$ cat src/rtl/slc_pkg.sv
// slc_pkg: shared constants, codes and types for the set-associative LRU tag tracker.
// No dependencies; used by the interfaces, the tracker, the access unit and the checker.
`default_nettype none

package slc_pkg;

    localparam int ADDR_FIELD_W = 32;
    localparam int COUNT_W      = 32;
    localparam int RANK_W       = 3;
    localparam int CMD_W        = 2;
    localparam int OUTCOME_W    = 2;
    localparam int HITS_W       = 2;
    localparam int CFG_IDX_W    = 2;
    localparam int CFG_DATA_W   = 5;
    localparam int SET_BITS_W   = 3;
    localparam int BLOCK_BITS_W = 5;
    localparam int WAYS_CFG_W   = 4;

    localparam logic [RANK_W-1:0]  RANK_MAX  = 3'd7;
    localparam logic [COUNT_W-1:0] COUNT_MAX = 32'hffff_ffff;

    localparam logic [CMD_W-1:0] CMD_MODIFY = 2'd2;

    localparam logic [CFG_IDX_W-1:0] CFG_SET_BITS    = 2'd0;
    localparam logic [CFG_IDX_W-1:0] CFG_BLOCK_BITS  = 2'd1;
    localparam logic [CFG_IDX_W-1:0] CFG_WAYS_IN_USE = 2'd2;

    localparam logic [SET_BITS_W-1:0]   SET_BITS_RST   = 3'd4;
    localparam logic [BLOCK_BITS_W-1:0] BLOCK_BITS_RST = 5'd4;
    localparam logic [WAYS_CFG_W-1:0]   WAYS_RST       = 4'd1;

    typedef logic [RANK_W-1:0] t_rank;

    typedef enum logic [OUTCOME_W-1:0] {
        OUT_HIT   = 2'd0,
        OUT_MISS  = 2'd1,
        OUT_EVICT = 2'd2
    } t_outcome;

    typedef enum logic [1:0] {
        ST_IDLE,
        ST_LOOK,
        ST_SECOND
    } t_state;

    function automatic logic [COUNT_W-1:0] sat_inc(input logic [COUNT_W-1:0] v, input logic en);
        sat_inc = (en && v != COUNT_MAX) ? v + COUNT_W'(1) : v;
    endfunction

endpackage

`default_nettype wire

$ cat src/rtl/slc_access.sv
// slc_access: one cache access on a whole set row - hit detect, fill, LRU victim, rank update.
// Combinational; depends on slc_pkg.
`default_nettype none

module slc_access #(
    parameter int WAYS  = 8,
    parameter int TAG_W = 32
) (
    input  logic [WAYS*(1+TAG_W+slc_pkg::RANK_W)-1:0] i_row,
    input  logic [TAG_W-1:0]                          i_tag,
    input  logic [WAYS-1:0]                           i_used,
    output logic [WAYS*(1+TAG_W+slc_pkg::RANK_W)-1:0] o_row,
    output slc_pkg::t_outcome                         o_outcome
);

    localparam int WIDX   = (WAYS > 1) ? $clog2(WAYS) : 1;
    localparam int RANK_N = 1 << slc_pkg::RANK_W;

    typedef struct packed {
        logic                 valid;
        logic [TAG_W-1:0]     tag;
        slc_pkg::t_rank       rank;
    } t_line;

    t_line [WAYS-1:0] row_in;
    t_line [WAYS-1:0] row_out;

    logic [WAYS-1:0]           hit_vec;
    logic [WAYS-1:0]           free_vec;
    logic [WAYS-1:0]           oldest_vec;
    slc_pkg::t_rank            max_rank;
    logic [WIDX-1:0]           way_sel;
    logic [slc_pkg::RANK_W:0]  old_rank;

    assign row_in = i_row;
    assign o_row  = row_out;

    // lowest-numbered set bit
    function automatic logic [WIDX-1:0] low_idx(input logic [WAYS-1:0] v);
        logic [WIDX-1:0] idx;
        idx = '0;
        for (int i = WAYS - 1; i >= 0; i--) begin
            if (v[i]) begin
                idx = WIDX'(i);
            end
        end
        return idx;
    endfunction

    always_comb begin
        max_rank = '0;
        for (int i = 0; i < WAYS; i++) begin
            hit_vec[i]  = i_used[i] && row_in[i].valid && (row_in[i].tag == i_tag);
            free_vec[i] = i_used[i] && !row_in[i].valid;
        end
        for (int r = 1; r < RANK_N; r++) begin
            for (int i = 0; i < WAYS; i++) begin
                if (i_used[i] && (int'(row_in[i].rank) >= r)) begin
                    max_rank = slc_pkg::RANK_W'(r);
                end
            end
        end
        for (int i = 0; i < WAYS; i++) begin
            oldest_vec[i] = i_used[i] && (row_in[i].rank == max_rank);
        end

        if (|hit_vec) begin
            way_sel   = low_idx(hit_vec);
            old_rank  = {1'b0, row_in[way_sel].rank};
            o_outcome = slc_pkg::OUT_HIT;
        end else if (|free_vec) begin
            way_sel   = low_idx(free_vec);
            // an empty line ages every valid in-use line of the set that is below the maximum rank
            old_rank  = {1'b0, slc_pkg::RANK_MAX} + (slc_pkg::RANK_W+1)'(1);
            o_outcome = slc_pkg::OUT_MISS;
        end else begin
            way_sel   = low_idx(oldest_vec);
            old_rank  = {1'b0, max_rank};
            o_outcome = slc_pkg::OUT_EVICT;
        end

        row_out = row_in;
        for (int i = 0; i < WAYS; i++) begin
            if ((WIDX'(i) != way_sel) && i_used[i] && row_in[i].valid &&
                ({1'b0, row_in[i].rank} < old_rank) &&
                (row_in[i].rank != slc_pkg::RANK_MAX)) begin
                row_out[i].rank = row_in[i].rank + slc_pkg::RANK_W'(1);
            end
        end
        row_out[way_sel].valid = 1'b1;
        row_out[way_sel].tag   = i_tag;
        row_out[way_sel].rank  = '0;
    end

endmodule

`default_nettype wire

$ cat config.mk
export PLATFORM = sky130hd
export DESIGN_NAME = slc_access
export DESIGN_NICKNAME = d
export VERILOG_FILES = /design/src/rtl/slc_pkg.sv /design/src/rtl/slc_access.sv
export SDC_FILE = /design/constraint.sdc
export NUM_CORES = 1
export LEC_CHECK = 0
export BUFFER_PORTS_ARGS = -buffer_cell sky130_fd_sc_hd__buf_2
export CAP_MARGIN = 40
export CORE_AREA = 2 2 241 243
export DETAILED_ROUTE_END_ITERATION = 10
export DIE_AREA = 0 0 243 245
export PLACE_DENSITY_LB_ADDON = 0.3
export SYNTH_ARGS = -nofsm -noshare
export SYNTH_HDL_FRONTEND = slang
export SYNTH_SLANG_ARGS = --single-unit
$ cat constraint.sdc
create_clock -name vclk -period 11.6
set_input_delay 2.32 -clock vclk [all_inputs]
set_output_delay 2.32 -clock vclk [all_outputs]
set_load 0.03 [all_outputs]
==> summary.md <==
| Metric | Value |
|---|---|
| Gate count of the mapped netlist | `1243` |
| HP Class | `primary input to output pin` |
| Final max-slew violation count | `0` |
| Lkg Pwr | `6.10 nW` |
| Most common cell after layout, fill and taps aside | `buf_2` |
| GPL Wtd Cong | `1.01` |
| Post-CTS sizing | `0` |
| Layout clock buffers | `0` |
| Vias in the first global route | `12.7k` |
| Area growth from synthesis to layout | `39.4%` |
| Die area | `between 50000 and 60000 sq um` |
| DR DRC count | `0` |
| Worst EP required | `between 9000 and 10000 ps` |
| First DRT Iteration DRCs | `1084` |
| Post-Syn Area | `9710 sq um` |
| Relative slew slack | `between 30% and 40%` |
| YS warnings | `0` |
| First-pass GRT wire length | `111000 microns` |
| Fin. Hold Viols | `0` |
| Register Area | `0 sq um` |
| Initial antenna violation count | `28` |
| Placed instance area | `13500 sq um` |
| # rows | `88` |
| CTS hold repair buffers | `0` |
| Sequential cell count | `0` |
| GRT Total Usage | `26.6%` |
| Setup TNS | `0 ps` |
| Drt pass-1 iters | `6` |
| Via density per instance | `5.04` |
| Slowest-stage cell, CP | `nor4_1` |
| Largest net degree at the start of global routing | `37` |
| Worst Path Arrival | `8360 ps` |
| Ports | `618` |
| Setup CP Type | `primary input to output pin` |
| Height of the die | `245 microns` |
| Chip width | `243 microns` |
| Layout cells sized above 1 | `between 50% and 60%` |
| Post-CTS setup buffers | `0` |
| Achievable Freq | `93.6 MHz` |
| Final HPWL DP | `roughly 73000 microns` |
| PwrDens | `76.0 nW/um^2` |
| I/O Buffers | `618` |
| DRT Wirelength | `84100 microns` |
| Via count | `around 13k` |
| Syn_nets | `around 1.6k` |
| RSZ-0062 raised after global routing | `no` |
| Grt ovf | `0` |
| Final setup violation count | `0` |
| Post-synth cell types | `68` |
| Max incr delay on CP | `750 ps` |
| Worst-path maximum fanout | `17` |
| Commonest cells after routing, fill and taps aside | `buf_2, mux2_2, xor2_1, xnor2_1, nor4_1` |
| Final critical-path required period | `between 10000 and 15000 ps` |
| Routed Antenna Nets | `0` |
| Final period util | `92.1%` |
| Final instance area | `13500 sq um` |
| Slew @ Worst Pin | `1020 ps` |
| WL per Instance | `33.1 microns` |
| Sequential-to-total area share from yosys stat | `0%` |
| Critical path endpoint category | `output pin` |
| CP Cell Sequence | `buf_2, xor2_1, nor4_1, nand2_1, nor4_1, nor2_1, a211oi_1, buf_4, nor2_1, a211oi_1, a21oi_1, mux2_2, mux2i_1, buf_4, ha_1, o21a_1, o22ai_1, o21a_1, o21ai_0, nor4_1, buf_2` |
| CP Launch Type | `primary input` |
| Worst VDD drop | `approximately 0.000065 V` |
| Mean Syn Cell Area | `7.81 sq um` |
| Status | `completed` |
| Utilization after layout | `23.7%` |
| Nets | `2148` |
| CP most frequent cell | `nor4_1` |
| Initial core utilization | `17.0%` |
| Max-Cap Viols | `0` |
| Core area | `57000 sq um` |
-- per-layer routing --
metal	wire [microns]	up-vias	GRT usage, %
li1	-	5597	-
met1	33000	6334	31.1
met2	40100	669	46.2
met3	6780	162	7.33
met4	3980	36	10.2
met5	232	-	0
-- critical path: cells and delay by family --
kind | cells | cell delay, ps
multiplexers | 2 | 430
AO/OA/AOI/OAI | 7 | 1460
buffers and inverters | 4 | 1380
XOR/XNOR | 1 | 140
AND/OR/NAND/NOR | 6 | 2340
adder cells (fa/ha/maj) | 1 | 250
-- synthesized netlist by cell type, types with 8 or more instances --
cell type  number  area (sq um)
nor4_1         55           344
buf_2          67           335
nand4_1        40           250
nand2b_1       10          62.6
and3_1         15          93.8
nand2_1        41           154
o21a_1         12          90.1
mux2_1         24           270
nor2_1         42           158
xor2_1        179          1570
inv_1          36           135
mux2i_1         9          90.1
and2_1          8          50.1
a211oi_1       17           128
mux2_2        232          2610
a22oi_1        10          75.1
nor3_1         35           175
a221oi_1       10          87.6
buf_4          12          90.1
o21ai_0        26           130
xnor2_1        77           674
ha_1           52           651
nand3_1        29           145
a21oi_1        35           175
o22ai_1         9          56.3
clkbuf_1       56           210
-- cells by family (layout without fill, tap and decap cells) --
logic type / count (synthesis) / count (layout) / share of synthesized area [%]
muxes: 265 / 265 / 30.6
buffers and inverters: 171 / 694 / 7.94
and+or+nand+nor: 313 / 313 / 17.7
AOI/OAI and AO/OA: 186 / 186 / 14.0
xor gates and xnor gates: 256 / 256 / 23.1
other: 0 / 6 / 0
adders and majority gates: 52 / 52 / 6.70
-- final timing paths --
check,endpoint,slack (ps),cells after the start,startpoint
worst max-delay path,o_row[218],920,21,i_tag[23]
worst min-delay path,o_row[117],5030,3,i_row[117]
-- power by group --
group / internal (W) / total [W] / switching (W)
logic: 0.000332 / 0.00103 / 0.000697
clock network: 0.00000000000594 / 0.00000000000598 / 0
registers: 0 / 0 / 0
total: 0.000332 / 0.00103 / 0.000697
-- layout make-up --
| cell class | count | area, sq um |
|---|---|---|
| Fill cell | 6544 | 43500 |
| Timing Repair Buffer | 658 | 3460 |
| Inverter | 36 | 135 |
| Antenna cell | 6 | 15.0 |
| Tap cell | 765 | 957 |
| Multi-Input combinational cell | 1072 | 8970 |
-- stage by stage --
| stage | std cells | total power (W) | hold WS (ps) | setup slack (ps) |
|---|---|---|---|---|
| finish | 2537 | 0.00103 | 5030 | 921 |
| global route | 2532 | 0.00107 | 5050 | 660 |
| CTS | 2531 | 0.00102 | 5030 | 870 |
| detailed placement | 2531 | 0.00102 | 5030 | 943 |
| global placement | 2528 | 0.00102 | 5030 | 907 |
| floorplan | 1243 | 0.000619 | 4820 | 1500 |
Note: power is estimated with default switching activity, not from simulation.
